===== config.mk =====
export PLATFORM = sky130hd
export DESIGN_NAME = spmi_channel_lookup_access_core_flat
export DESIGN_NICKNAME = d
export VERILOG_FILES = /design/src/rtl/scla_pkg.sv /design/src/rtl/scla_stream_if.sv /design/src/rtl/spmi_channel_lookup_access_core.sv /design/src/flat_wrapper.sv
export SDC_FILE = /design/constraint.sdc
export NUM_CORES = 1
export LEC_CHECK = 0
export BUFFER_PORTS_ARGS = -buffer_cell sky130_fd_sc_hd__clkbuf_2
export CAP_MARGIN = 30
export CORE_MARGIN = 1.5
export CORE_UTILIZATION = 33
export DETAILED_ROUTE_END_ITERATION = 6
export PLACE_DENSITY = 0.76
export SYNTH_ARGS = -nofsm -noshare
export SYNTH_HDL_FRONTEND = slang
export SYNTH_SLANG_ARGS = --single-unit

===== constraint.sdc =====
create_clock -name clk_i -period 1.93 [get_ports clk_i]
set_input_delay 0.386 -clock clk_i [delete_from_list [all_inputs] [get_ports clk_i]]
set_output_delay 0.386 -clock clk_i [all_outputs]
set_load 0.05 [all_outputs]

===== src/rtl/scla_pkg.sv =====
`timescale 1ns / 1ps

package scla_pkg;

  // Field and address widths
  localparam int unsigned ADDR_W       = 48;
  localparam int unsigned DATA_W       = 32;
  localparam int unsigned TAG_W        = 12;
  localparam int unsigned ENTRY_W      = TAG_W + 1;  // valid bit on top of the tag
  localparam int unsigned POLL_W       = 20;
  localparam int unsigned CFG_IDX_W    = 2;
  localparam int unsigned WINDOW_SHIFT = 15;         // window stride 0x8000
  localparam int unsigned OP_SHIFT     = 27;

  // Offsets inside one channel window
  localparam logic [ADDR_W-1:0] OFS_CMD    = 48'h00;
  localparam logic [ADDR_W-1:0] OFS_STATUS = 48'h08;
  localparam logic [ADDR_W-1:0] OFS_WDATA  = 48'h10;
  localparam logic [ADDR_W-1:0] OFS_RDATA  = 48'h18;

  localparam logic [POLL_W-1:0] POLL_LIMIT_RESET = 20'd100000;

  typedef enum logic [1:0] {
    OP_LOAD   = 2'd0,
    OP_READ   = 2'd1,
    OP_WRITE  = 2'd2,
    OP_RETURN = 2'd3
  } opcode_e;

  typedef enum logic [1:0] {
    ACT_BUS_WRITE = 2'd0,
    ACT_BUS_READ  = 2'd1,
    ACT_FINISH    = 2'd2
  } action_e;

  typedef enum logic [2:0] {
    OUT_OK        = 3'd0,
    OUT_NOT_READY = 3'd1,
    OUT_NO_CHAN   = 3'd2,
    OUT_BUS_ERR   = 3'd3,
    OUT_TIMEOUT   = 3'd4
  } outcome_e;

  typedef enum logic [CFG_IDX_W-1:0] {
    CFG_OBSERVER_BASE = 2'd0,
    CFG_CHANNEL_BASE  = 2'd1,
    CFG_POLL_LIMIT    = 2'd2
  } cfg_reg_e;

  typedef struct packed {
    logic [1:0]        opcode;
    logic [7:0]        entry_index;
    logic [DATA_W-1:0] map_word;
    logic [3:0]        slave_id;
    logic [15:0]       reg_addr;
    logic [7:0]        write_value;
    logic [DATA_W-1:0] return_data;
  } in_item_t;

  typedef struct packed {
    logic [1:0]        action;
    logic [ADDR_W-1:0] bus_address;
    logic [DATA_W-1:0] bus_data;
    logic [2:0]        outcome;
    logic [7:0]        read_byte;
    logic [7:0]        channel;
    logic              last;
  } out_item_t;

endpackage


===== src/rtl/scla_stream_if.sv =====
`timescale 1ns / 1ps

interface scla_stream_if #(
  parameter type payload_t = logic
);
  logic     valid;
  logic     ready;
  payload_t payload;

  modport source (output valid, output payload, input ready);
  modport sink   (input valid, input payload, output ready);
endinterface


===== src/rtl/spmi_channel_lookup_access_core.sv =====
`timescale 1ns / 1ps

// Channel lookup and single-byte access engine for the master side of a power-bus
// arbiter. Load items write the channel map (one 13-bit valid+tag entry per channel)
// held in a table memory with one write port and one registered read port; read and
// write requests scan that memory for the lowest channel carrying the wanted device
// tag, then emit the bus writes and status reads of the access, and bus read returns
// drive the status polling until done, error or timeout. Items are handled one at a
// time and in_i is ready only while the engine is idle. A load reads the old entry,
// then writes the new one. A request scans the table one entry per cycle through the
// memory read port, then sends its results (up to 3) through the output register as
// the output takes them. A bus read return sends a single result through the output
// register. After reset the table is cleared in a pass over all entries during which
// no input transfer is taken; configuration writes are taken at any time.
module spmi_channel_lookup_access_core
  import scla_pkg::*;
#(
  parameter int unsigned TABLE_ENTRIES = 256
) (
  input  logic                 clk_i,
  input  logic                 rst_ni,
  input  logic                 cfg_we_i,
  input  logic [CFG_IDX_W-1:0] cfg_idx_i,
  input  logic [ADDR_W-1:0]    cfg_data_i,
  scla_stream_if.sink          in_i,
  scla_stream_if.source        out_o
);

  localparam int unsigned IDX_W = $clog2(TABLE_ENTRIES);
  localparam int unsigned CNT_W = $clog2(TABLE_ENTRIES + 1);
  localparam logic [IDX_W-1:0] LAST_IDX    = IDX_W'(TABLE_ENTRIES - 1);
  localparam logic [CNT_W-1:0] ENTRIES_CNT = CNT_W'(TABLE_ENTRIES);

  // Sequencer
  typedef enum logic [4:0] {
    ST_CLEAR  = 5'b00001,  // post-reset table clear
    ST_IDLE   = 5'b00010,
    ST_LOAD   = 5'b00100,  // old entry read back, write new entry
    ST_SEARCH = 5'b01000,  // pipelined table scan
    ST_EMIT   = 5'b10000   // push results into the output register
  } state_e;

  // Access phase, kept across items
  typedef enum logic [2:0] {
    PH_IDLE = 3'b001,
    PH_POLL = 3'b010,
    PH_DATA = 3'b100
  } phase_e;

  // What the emit state sends
  typedef enum logic [1:0] {
    KIND_FINISH = 2'd0,
    KIND_START  = 2'd1,  // data/command writes plus first status read
    KIND_STATUS = 2'd2,
    KIND_RDATA  = 2'd3
  } kind_e;

  state_e state_q, state_d;
  phase_e phase_q, phase_d;
  kind_e  kind_q, kind_d;

  logic [IDX_W-1:0]   clr_ptr_q, clr_ptr_d;
  logic [IDX_W-1:0]   scan_q, scan_d;
  logic [IDX_W-1:0]   cmp_idx_q, cmp_idx_d;
  logic               cmp_vld_q, cmp_vld_d;
  logic [IDX_W-1:0]   ld_idx_q, ld_idx_d;
  logic [ENTRY_W-1:0] ld_entry_q, ld_entry_d;
  logic [CNT_W-1:0]   occ_q, occ_d;

  logic               req_read_q, req_read_d;
  logic [7:0]         req_addr_lo_q, req_addr_lo_d;
  logic [7:0]         req_wval_q, req_wval_d;
  logic [ENTRY_W-1:0] want_q, want_d;

  logic               pend_read_q, pend_read_d;
  logic [POLL_W-1:0]  poll_cnt_q, poll_cnt_d;
  logic [ADDR_W-1:0]  win_addr_q, win_addr_d;
  logic [7:0]         act_chan_q, act_chan_d;

  logic [1:0]         emit_idx_q, emit_idx_d;
  logic [2:0]         fin_outcome_q, fin_outcome_d;
  logic [7:0]         fin_byte_q, fin_byte_d;

  logic [ADDR_W-1:0]  obs_base_q, obs_base_d;
  logic [ADDR_W-1:0]  chan_base_q, chan_base_d;
  logic [POLL_W-1:0]  poll_limit_q, poll_limit_d;

  logic               out_valid_q, out_valid_d;
  out_item_t          out_item_q, out_item_d;

  // Channel map memory
  logic [ENTRY_W-1:0] tag_mem [TABLE_ENTRIES];
  logic [ENTRY_W-1:0] rd_data_q;
  logic               mem_we;
  logic [IDX_W-1:0]   mem_waddr;
  logic [ENTRY_W-1:0] mem_wdata;
  logic [IDX_W-1:0]   mem_raddr;

  logic               in_acc;
  logic               out_free;
  in_item_t           item;
  logic [9:0]         idx_ext;
  logic [15:0]        found_ext;
  logic [ADDR_W-1:0]  found_ofs;
  logic [DATA_W-1:0]  cmd_word;
  logic [ADDR_W-1:0]  res_ofs;
  out_item_t          res;

  assign item      = in_i.payload;
  assign in_i.ready = (state_q == ST_IDLE);
  assign in_acc    = in_i.valid && in_i.ready;
  assign out_free  = !out_valid_q || out_o.ready;

  assign out_o.valid   = out_valid_q;
  assign out_o.payload = out_item_q;

  assign idx_ext   = {2'b00, item.entry_index};
  assign found_ext = 16'(cmp_idx_q);
  // channel * 0x8000
  assign found_ofs = ADDR_W'(found_ext[7:0]) << WINDOW_SHIFT;
  assign cmd_word  = (DATA_W'(req_read_q) << OP_SHIFT) | (DATA_W'(req_addr_lo_q) << 4);

  // Result for the current emit step
  always_comb begin
    res         = '0;
    res_ofs     = OFS_STATUS;
    res.channel = act_chan_q;
    unique case (kind_q)
      KIND_FINISH: begin
        res.action    = ACT_FINISH;
        res.outcome   = fin_outcome_q;
        res.read_byte = fin_byte_q;
        res.last      = 1'b1;
        // lookup failures carry no channel
        if (fin_outcome_q == OUT_NOT_READY || fin_outcome_q == OUT_NO_CHAN) begin
          res.channel = '0;
        end
      end
      KIND_START: begin
        if (req_read_q) begin
          // command write, then status read
          if (emit_idx_q == 2'd0) begin
            res.action   = ACT_BUS_WRITE;
            res_ofs      = OFS_CMD;
            res.bus_data = cmd_word;
          end else begin
            res.action = ACT_BUS_READ;
            res.last   = 1'b1;
          end
        end else begin
          // write data, command, then status read
          if (emit_idx_q == 2'd0) begin
            res.action   = ACT_BUS_WRITE;
            res_ofs      = OFS_WDATA;
            res.bus_data = DATA_W'(req_wval_q);
          end else if (emit_idx_q == 2'd1) begin
            res.action   = ACT_BUS_WRITE;
            res_ofs      = OFS_CMD;
            res.bus_data = cmd_word;
          end else begin
            res.action = ACT_BUS_READ;
            res.last   = 1'b1;
          end
        end
      end
      KIND_STATUS: begin
        res.action = ACT_BUS_READ;
        res.last   = 1'b1;
      end
      KIND_RDATA: begin
        res.action = ACT_BUS_READ;
        res_ofs    = OFS_RDATA;
        res.last   = 1'b1;
      end
    endcase
    if (kind_q != KIND_FINISH) begin
      res.bus_address = win_addr_q + res_ofs;
    end
  end

  always_comb begin
    state_d       = state_q;
    phase_d       = phase_q;
    kind_d        = kind_q;
    clr_ptr_d     = clr_ptr_q;
    scan_d        = scan_q;
    cmp_idx_d     = cmp_idx_q;
    cmp_vld_d     = cmp_vld_q;
    ld_idx_d      = ld_idx_q;
    ld_entry_d    = ld_entry_q;
    occ_d         = occ_q;
    req_read_d    = req_read_q;
    req_addr_lo_d = req_addr_lo_q;
    req_wval_d    = req_wval_q;
    want_d        = want_q;
    pend_read_d   = pend_read_q;
    poll_cnt_d    = poll_cnt_q;
    win_addr_d    = win_addr_q;
    act_chan_d    = act_chan_q;
    emit_idx_d    = emit_idx_q;
    fin_outcome_d = fin_outcome_q;
    fin_byte_d    = fin_byte_q;
    obs_base_d    = obs_base_q;
    chan_base_d   = chan_base_q;
    poll_limit_d  = poll_limit_q;
    out_valid_d   = out_valid_q && !out_o.ready;
    out_item_d    = out_item_q;
    mem_we        = 1'b0;
    mem_waddr     = ld_idx_q;
    mem_wdata     = ld_entry_q;
    mem_raddr     = scan_q;

    if (cfg_we_i) begin
      case (cfg_idx_i)
        CFG_OBSERVER_BASE: obs_base_d   = cfg_data_i;
        CFG_CHANNEL_BASE:  chan_base_d  = cfg_data_i;
        CFG_POLL_LIMIT:    poll_limit_d = cfg_data_i[POLL_W-1:0];
        default: ;
      endcase
    end

    unique case (state_q)
      ST_CLEAR: begin
        mem_we    = 1'b1;
        mem_waddr = clr_ptr_q;
        mem_wdata = '0;
        if (clr_ptr_q == LAST_IDX) begin
          state_d = ST_IDLE;
        end else begin
          clr_ptr_d = clr_ptr_q + IDX_W'(1);
        end
      end

      ST_IDLE: begin
        if (in_acc) begin
          emit_idx_d = '0;
          unique case (item.opcode)
            OP_LOAD: begin
              // channels past the table size are dropped
              if (idx_ext < 10'(TABLE_ENTRIES)) begin
                mem_raddr  = idx_ext[IDX_W-1:0];
                ld_idx_d   = idx_ext[IDX_W-1:0];
                ld_entry_d = (item.map_word != '0) ?
                             {1'b1, item.map_word[19:8]} : '0;
                state_d    = ST_LOAD;
              end
            end
            OP_READ, OP_WRITE: begin
              // a request during an access is dropped
              if (phase_q == PH_IDLE) begin
                req_read_d    = (item.opcode == OP_READ);
                req_addr_lo_d = item.reg_addr[7:0];
                req_wval_d    = item.write_value;
                want_d        = {1'b1, item.slave_id, item.reg_addr[15:8]};
                if (occ_q == '0) begin
                  kind_d        = KIND_FINISH;
                  fin_outcome_d = OUT_NOT_READY;
                  fin_byte_d    = '0;
                  state_d       = ST_EMIT;
                end else begin
                  scan_d    = '0;
                  cmp_vld_d = 1'b0;
                  state_d   = ST_SEARCH;
                end
              end
            end
            OP_RETURN: begin
              fin_byte_d = '0;
              if (phase_q == PH_POLL) begin
                state_d = ST_EMIT;
                if (item.return_data[0]) begin
                  if (item.return_data[3:1] != 3'b000) begin
                    kind_d        = KIND_FINISH;
                    fin_outcome_d = OUT_BUS_ERR;
                    phase_d       = PH_IDLE;
                  end else if (pend_read_q) begin
                    kind_d  = KIND_RDATA;
                    phase_d = PH_DATA;
                  end else begin
                    kind_d        = KIND_FINISH;
                    fin_outcome_d = OUT_OK;
                    phase_d       = PH_IDLE;
                  end
                end else if (poll_cnt_q >= poll_limit_q) begin
                  kind_d        = KIND_FINISH;
                  fin_outcome_d = OUT_TIMEOUT;
                  phase_d       = PH_IDLE;
                end else begin
                  kind_d     = KIND_STATUS;
                  poll_cnt_d = poll_cnt_q + POLL_W'(1);
                end
              end else if (phase_q == PH_DATA) begin
                kind_d        = KIND_FINISH;
                fin_outcome_d = OUT_OK;
                fin_byte_d    = item.return_data[7:0];
                phase_d       = PH_IDLE;
                state_d       = ST_EMIT;
              end
            end
          endcase
        end
      end

      ST_LOAD: begin
        // read-modify-write keeps the occupied count exact
        mem_we = 1'b1;
        if (!rd_data_q[TAG_W] && ld_entry_q[TAG_W]) begin
          occ_d = occ_q + CNT_W'(1);
        end else if (rd_data_q[TAG_W] && !ld_entry_q[TAG_W]) begin
          occ_d = occ_q - CNT_W'(1);
        end
        state_d = ST_IDLE;
      end

      ST_SEARCH: begin
        // read address scan_q, compare the entry read last cycle
        mem_raddr = scan_q;
        cmp_vld_d = 1'b1;
        cmp_idx_d = scan_q;
        if (scan_q != LAST_IDX) begin
          scan_d = scan_q + IDX_W'(1);
        end
        if (cmp_vld_q) begin
          if (rd_data_q == want_q) begin
            act_chan_d  = found_ext[7:0];
            pend_read_d = req_read_q;
            win_addr_d  = (req_read_q ? obs_base_q : chan_base_q) + found_ofs;
            phase_d     = PH_POLL;
            poll_cnt_d  = POLL_W'(1);
            kind_d      = KIND_START;
            state_d     = ST_EMIT;
          end else if (cmp_idx_q == LAST_IDX) begin
            kind_d        = KIND_FINISH;
            fin_outcome_d = OUT_NO_CHAN;
            fin_byte_d    = '0;
            state_d       = ST_EMIT;
          end
        end
      end

      ST_EMIT: begin
        if (out_free) begin
          out_valid_d = 1'b1;
          out_item_d  = res;
          if (res.last) begin
            state_d = ST_IDLE;
          end else begin
            emit_idx_d = emit_idx_q + 2'd1;
          end
        end
      end

      default: state_d = ST_IDLE;
    endcase
  end

  always_ff @(posedge clk_i or negedge rst_ni) begin
    if (!rst_ni) begin
      state_q       <= ST_CLEAR;
      phase_q       <= PH_IDLE;
      kind_q        <= KIND_FINISH;
      clr_ptr_q     <= '0;
      scan_q        <= '0;
      cmp_idx_q     <= '0;
      cmp_vld_q     <= 1'b0;
      ld_idx_q      <= '0;
      ld_entry_q    <= '0;
      occ_q         <= '0;
      req_read_q    <= 1'b0;
      req_addr_lo_q <= '0;
      req_wval_q    <= '0;
      want_q        <= '0;
      pend_read_q   <= 1'b0;
      poll_cnt_q    <= '0;
      win_addr_q    <= '0;
      act_chan_q    <= '0;
      emit_idx_q    <= '0;
      fin_outcome_q <= '0;
      fin_byte_q    <= '0;
      obs_base_q    <= '0;
      chan_base_q   <= '0;
      poll_limit_q  <= POLL_LIMIT_RESET;
      out_valid_q   <= 1'b0;
      out_item_q    <= '0;
    end else begin
      state_q       <= state_d;
      phase_q       <= phase_d;
      kind_q        <= kind_d;
      clr_ptr_q     <= clr_ptr_d;
      scan_q        <= scan_d;
      cmp_idx_q     <= cmp_idx_d;
      cmp_vld_q     <= cmp_vld_d;
      ld_idx_q      <= ld_idx_d;
      ld_entry_q    <= ld_entry_d;
      occ_q         <= occ_d;
      req_read_q    <= req_read_d;
      req_addr_lo_q <= req_addr_lo_d;
      req_wval_q    <= req_wval_d;
      want_q        <= want_d;
      pend_read_q   <= pend_read_d;
      poll_cnt_q    <= poll_cnt_d;
      win_addr_q    <= win_addr_d;
      act_chan_q    <= act_chan_d;
      emit_idx_q    <= emit_idx_d;
      fin_outcome_q <= fin_outcome_d;
      fin_byte_q    <= fin_byte_d;
      obs_base_q    <= obs_base_d;
      chan_base_q   <= chan_base_d;
      poll_limit_q  <= poll_limit_d;
      out_valid_q   <= out_valid_d;
      out_item_q    <= out_item_d;
    end
  end

  // Table memory: one write port, one registered read port
  always_ff @(posedge clk_i) begin
    if (mem_we) begin
      tag_mem[mem_waddr] <= mem_wdata;
    end
    rd_data_q <= tag_mem[mem_raddr];
  end

`ifndef SYNTHESIS
  a_occ_bound: assert property (@(posedge clk_i) disable iff (!rst_ni)
    occ_q <= ENTRIES_CNT)
    else $error("occupied count above table size");

  a_search_idle_phase: assert property (@(posedge clk_i) disable iff (!rst_ni)
    state_q == ST_SEARCH |-> phase_q == PH_IDLE)
    else $error("table scan while an access is open");

  a_finish_closes: assert property (@(posedge clk_i) disable iff (!rst_ni)
    (state_q == ST_EMIT && kind_q == KIND_FINISH) |-> phase_q == PH_IDLE)
    else $error("finish sent with access still open");

  a_start_polls: assert property (@(posedge clk_i) disable iff (!rst_ni)
    (state_q == ST_EMIT && kind_q == KIND_START) |->
      (phase_q == PH_POLL && poll_cnt_q == POLL_W'(1)))
    else $error("access start without poll setup");
`endif

endmodule

===== src/flat_wrapper.sv =====
// flat-port wrapper written by rule: the top's interface ports become plain ports
module spmi_channel_lookup_access_core_flat import scla_pkg::*;
#(
  parameter int unsigned TABLE_ENTRIES = 256
)
  (clk_i, rst_ni, cfg_we_i, cfg_idx_i, cfg_data_i, in_i_valid, in_i_payload, in_i_ready, out_o_valid, out_o_payload, out_o_ready);
  scla_stream_if in_i_i ();
  scla_stream_if out_o_i ();
  input  logic clk_i;
  input  logic rst_ni;
  input  logic cfg_we_i;
  input  logic [CFG_IDX_W-1:0] cfg_idx_i;
  input  logic [ADDR_W-1:0] cfg_data_i;
  input wire logic [$bits(in_i_i.valid)-1:0] in_i_valid;
  input wire logic [$bits(in_i_i.payload)-1:0] in_i_payload;
  output wire logic [$bits(in_i_i.ready)-1:0] in_i_ready;
  output wire logic [$bits(out_o_i.valid)-1:0] out_o_valid;
  output wire logic [$bits(out_o_i.payload)-1:0] out_o_payload;
  input wire logic [$bits(out_o_i.ready)-1:0] out_o_ready;
  assign in_i_i.valid = in_i_valid;
  assign in_i_i.payload = in_i_payload;
  assign in_i_ready = in_i_i.ready;
  assign out_o_valid = out_o_i.valid;
  assign out_o_payload = out_o_i.payload;
  assign out_o_i.ready = out_o_ready;
  spmi_channel_lookup_access_core #(.TABLE_ENTRIES(TABLE_ENTRIES)) u_core (.clk_i(clk_i), .rst_ni(rst_ni), .cfg_we_i(cfg_we_i), .cfg_idx_i(cfg_idx_i), .cfg_data_i(cfg_data_i), .in_i(in_i_i), .out_o(out_o_i));
endmodule

==> run summary <==
Across every metal layer, demand over resource in global routing totals 0.109. The first-pass GRT wire length came out at between 1 and 1.5 mm. With fillers left out, the area of the finished cells amounts to 653 µm². The average wire length per cell after detail routing came out at about 12 µm. The static leakage is 0.308 nW.

The sequential area share after synthesis is 0.534. The minimum clock period after layout is 1.55 ns. The maximum resistive drop on vdd is 0.460 mV. The slowest library cell on the worst path is sky130_fd_sc_hd__dfrtp_1. The post-synth net total came out at around 100. The floorplan die width came out at 44.4 µm. The signal arrival time at the worst endpoint came out at approximately 1.2 ns. In the finished design, the share of the clock period the worst path needs comes to 0.805. The path class of the lowest-slack min-delay path is input port to register. The largest incremental delay on the critical path is 0.42 ns. The clock reaches the later pin of the worst-skew pair after 0.27 ns. The deepest level of the CTS H-tree came out at 1. The total internal power is 379 µW.

The number of gates resized after cts came out at 0. The highest attainable clock frequency came out at 0.643 GHz. Leaving out fill and tap cells, the most frequent cell in the layout is sky130_fd_sc_hd__dfrtp_1.

Setup repair after global routing left no endpoint under its margin. The last weighted congestion value of the routability-driven placer is 0.720. The via count of the first global-routing pass came out at 350. From bottom edge to top edge, the die measures 44.4 µm. In this run the power spent charging and discharging nets is 109 µW. In the routed design, unresolved DRC markers number 0. The setup violation total in the final timing report is 0.

For the final routed database, the setup TNS stands at 0 ns. The minimum hold slack is 0.261 ns. The maximum number of pins on one net before global-route repair is 13. The share of total power consumed by net switching came out at 0.223.

The unique cell type count in the Yosys netlist is 25. The post-CTS setup buffer count came out at 0. The area of the placeable core came out at ~1600 µm². The number of core rows is 14.

Clock-pin slew was measured on the worst setup and hold paths at 0.07 ns. The flow ran to the end, and the final reports show no timing, DRC or antenna violations. The reported max-cap violation count came out at 0. The async set-reset flop share out of synthesis is 1.00. The critical path goes through nor3b_2 -> clkbuf_2. The layout net count is between 100 and 150.

The synthesis-to-finish area growth came out at 15.7%. The cell sitting at the root of the clock tree is a sky130_fd_sc_hd__clkbuf_4. The peak fanout along the critical path came out at 2. TritonCTS built the clock tree.

The cell area after synthesis is 564 µm². The number of top-level design ports is between 50 and 60. The sum of routed wire length over all layers is 877 µm. The initial utilization of the core area, before any placement, comes to 0.362. The synthesized design contains 0 enable-type register cells. Of the total power, combinational logic draws 0.069. The share of total power in the clock network came out at 0.398. The fraction of power consumed by sequential logic came out at 0.533.

The number of instances in the synthesized netlist is 46. The startpoint kind of the worst setup timing path is a register. The detail route stage leaves a number of antenna-violating nets equal to 0.

For this run the aggregate overflow at the end of global routing stands at 0. The utilization after layout came out at 0.419. The sum of net half-perimeters after detailed placement is 652 µm.

The number of detailed-route iterations in the first pass is 6. The total number of vias came out at 384. The worst setup path is captured at an output port.

The initial antenna violation count came out at 0. The synthesized design contains 12 register bits. The number of buffers added on ports came out at 5. The worst setup path is of the register to output port kind. The clock net sink count came out at 12. The most used flip-flop cell after synthesis is sky130_fd_sc_hd__dfrtp_1. The library cells used most frequently in the layout, excluding fill and tap cells, are 11 x sky130_fd_sc_hd__dfrtp_1, 5 x sky130_fd_sc_hd__clkbuf_2. The number of clock buffers inserted by TritonCTS is 3. The number of hold violations in the final report is 0.

Power spread over the standard cell area amounts to 748 nW/µm². After detailed routing, the number of vias per cell comes to 5.41. The number of antenna repair diodes is 0. The clock passes through at most 2 buffers. The area of the die came out at 1970 µm².

Data on the critical path is required at its endpoint by 1.54 ns. In this run the mean area of a mapped cell was ~12 µm². In the final layout, the share of cells above drive strength 1 is 0.273. The detailed router finished its first iteration with 8 violations. The number of slew-limit violations in the final report came to 0. The placed standard-cell area is 607 µm².

The total number of yosys warnings is 0. The worst clock skew is 0.000879 ns.
-- per-stage QoR --
step	std cells	worst slack, ns	total power [mW]
4_1_cts	71	0.352	0.497
6_report	71	0.376	0.488
5_1_grt	71	0.293	0.514
3_5_place_dp	66	0.400	0.298
2_1_floorplan	46	0.456	0.288
3_3_place_gp	66	0.421	0.297
-- critical path: cells and delay by family (launching register included) --
kind                   cells  cell delay, ns
buffers and inverters      1            0.30
and+or+nand+nor            1            0.19
DFF                        1            0.42
-- state kept, by name, indices dropped and copies added, names as in the netlist --
name	count
u_core.out_o.valid	1
u_core.clr_ptr_q	8
u_core.state_q	3
-- power groups by stage --
stage               sequential, mW  clock [mW]  combinational [mW]
finish                       0.260       0.194              0.0337
floorplan                    0.265           0              0.0233
global route                 0.261       0.216              0.0371
global placement             0.265           0              0.0323
detailed placement           0.265           0              0.0327
CTS                          0.260       0.203              0.0343
-- cell type report --
type | instances | area, µm²
clock buffer | 4 | 36.3
timing repair buffer | 6 | 35.0
fill | 159 | 906
multi-input combinational | 33 | 260
sequential | 12 | 302
tap | 16 | 20.0
-- repair_timing --
item                       in CTS  in global routing
hold buffers                    1                  0
hold endpoints to repair       11                  0
setup endpoints to repair       0                  0
-- kinds of logic after synthesis --
family	synth area share
AOI/OAI and AO/OA	0.0687
xor gates and xnor gates	0.0466
adders and majority gates	0.0222
buffers and inverters	0.0133
DFF	0.534
muxes	0.0865
other	0.00665
and+or+nand+nor	0.222
-- layer usage --
metal  share of wire  track usage
met2            0.47        0.159
met3           0.051       0.0612
met5               0            0
met1            0.47        0.137
met4          0.0091       0.0364
-- cell usage after synthesis, types with 2 or more instances --
master	count	area share
sky130_fd_sc_hd__dfrtp_1	11	0.49
sky130_fd_sc_hd__nand4_1	3	0.033
sky130_fd_sc_hd__nor2b_1	2	0.022
sky130_fd_sc_hd__xnor2_1	2	0.031
sky130_fd_sc_hd__o211ai_1	2	0.027
sky130_fd_sc_hd__nand3_1	3	0.027
sky130_fd_sc_hd__mux2_1	3	0.060
sky130_fd_sc_hd__and2_1	2	0.022
sky130_fd_sc_hd__nand2_1	2	0.013
-- final timing paths --
path	start	to	slack [ns]	depth (start not counted)
max	u_core.state_q[2]	in_i_ready	0.38	2
min	out_o_ready	u_core.out_o.valid	0.26	2
max reg2reg	u_core.state_q[0]	u_core.clr_ptr_q[1]	0.39	3
min reg2reg	u_core.out_o.valid	u_core.out_o.valid	0.50	1
max in group asynchronous	rst_ni	u_core.state_q[0]	1.11	2
min in group asynchronous	rst_ni	u_core.clr_ptr_q[1]	0.54	2
Note: power is estimated with default switching activity, not from simulation.
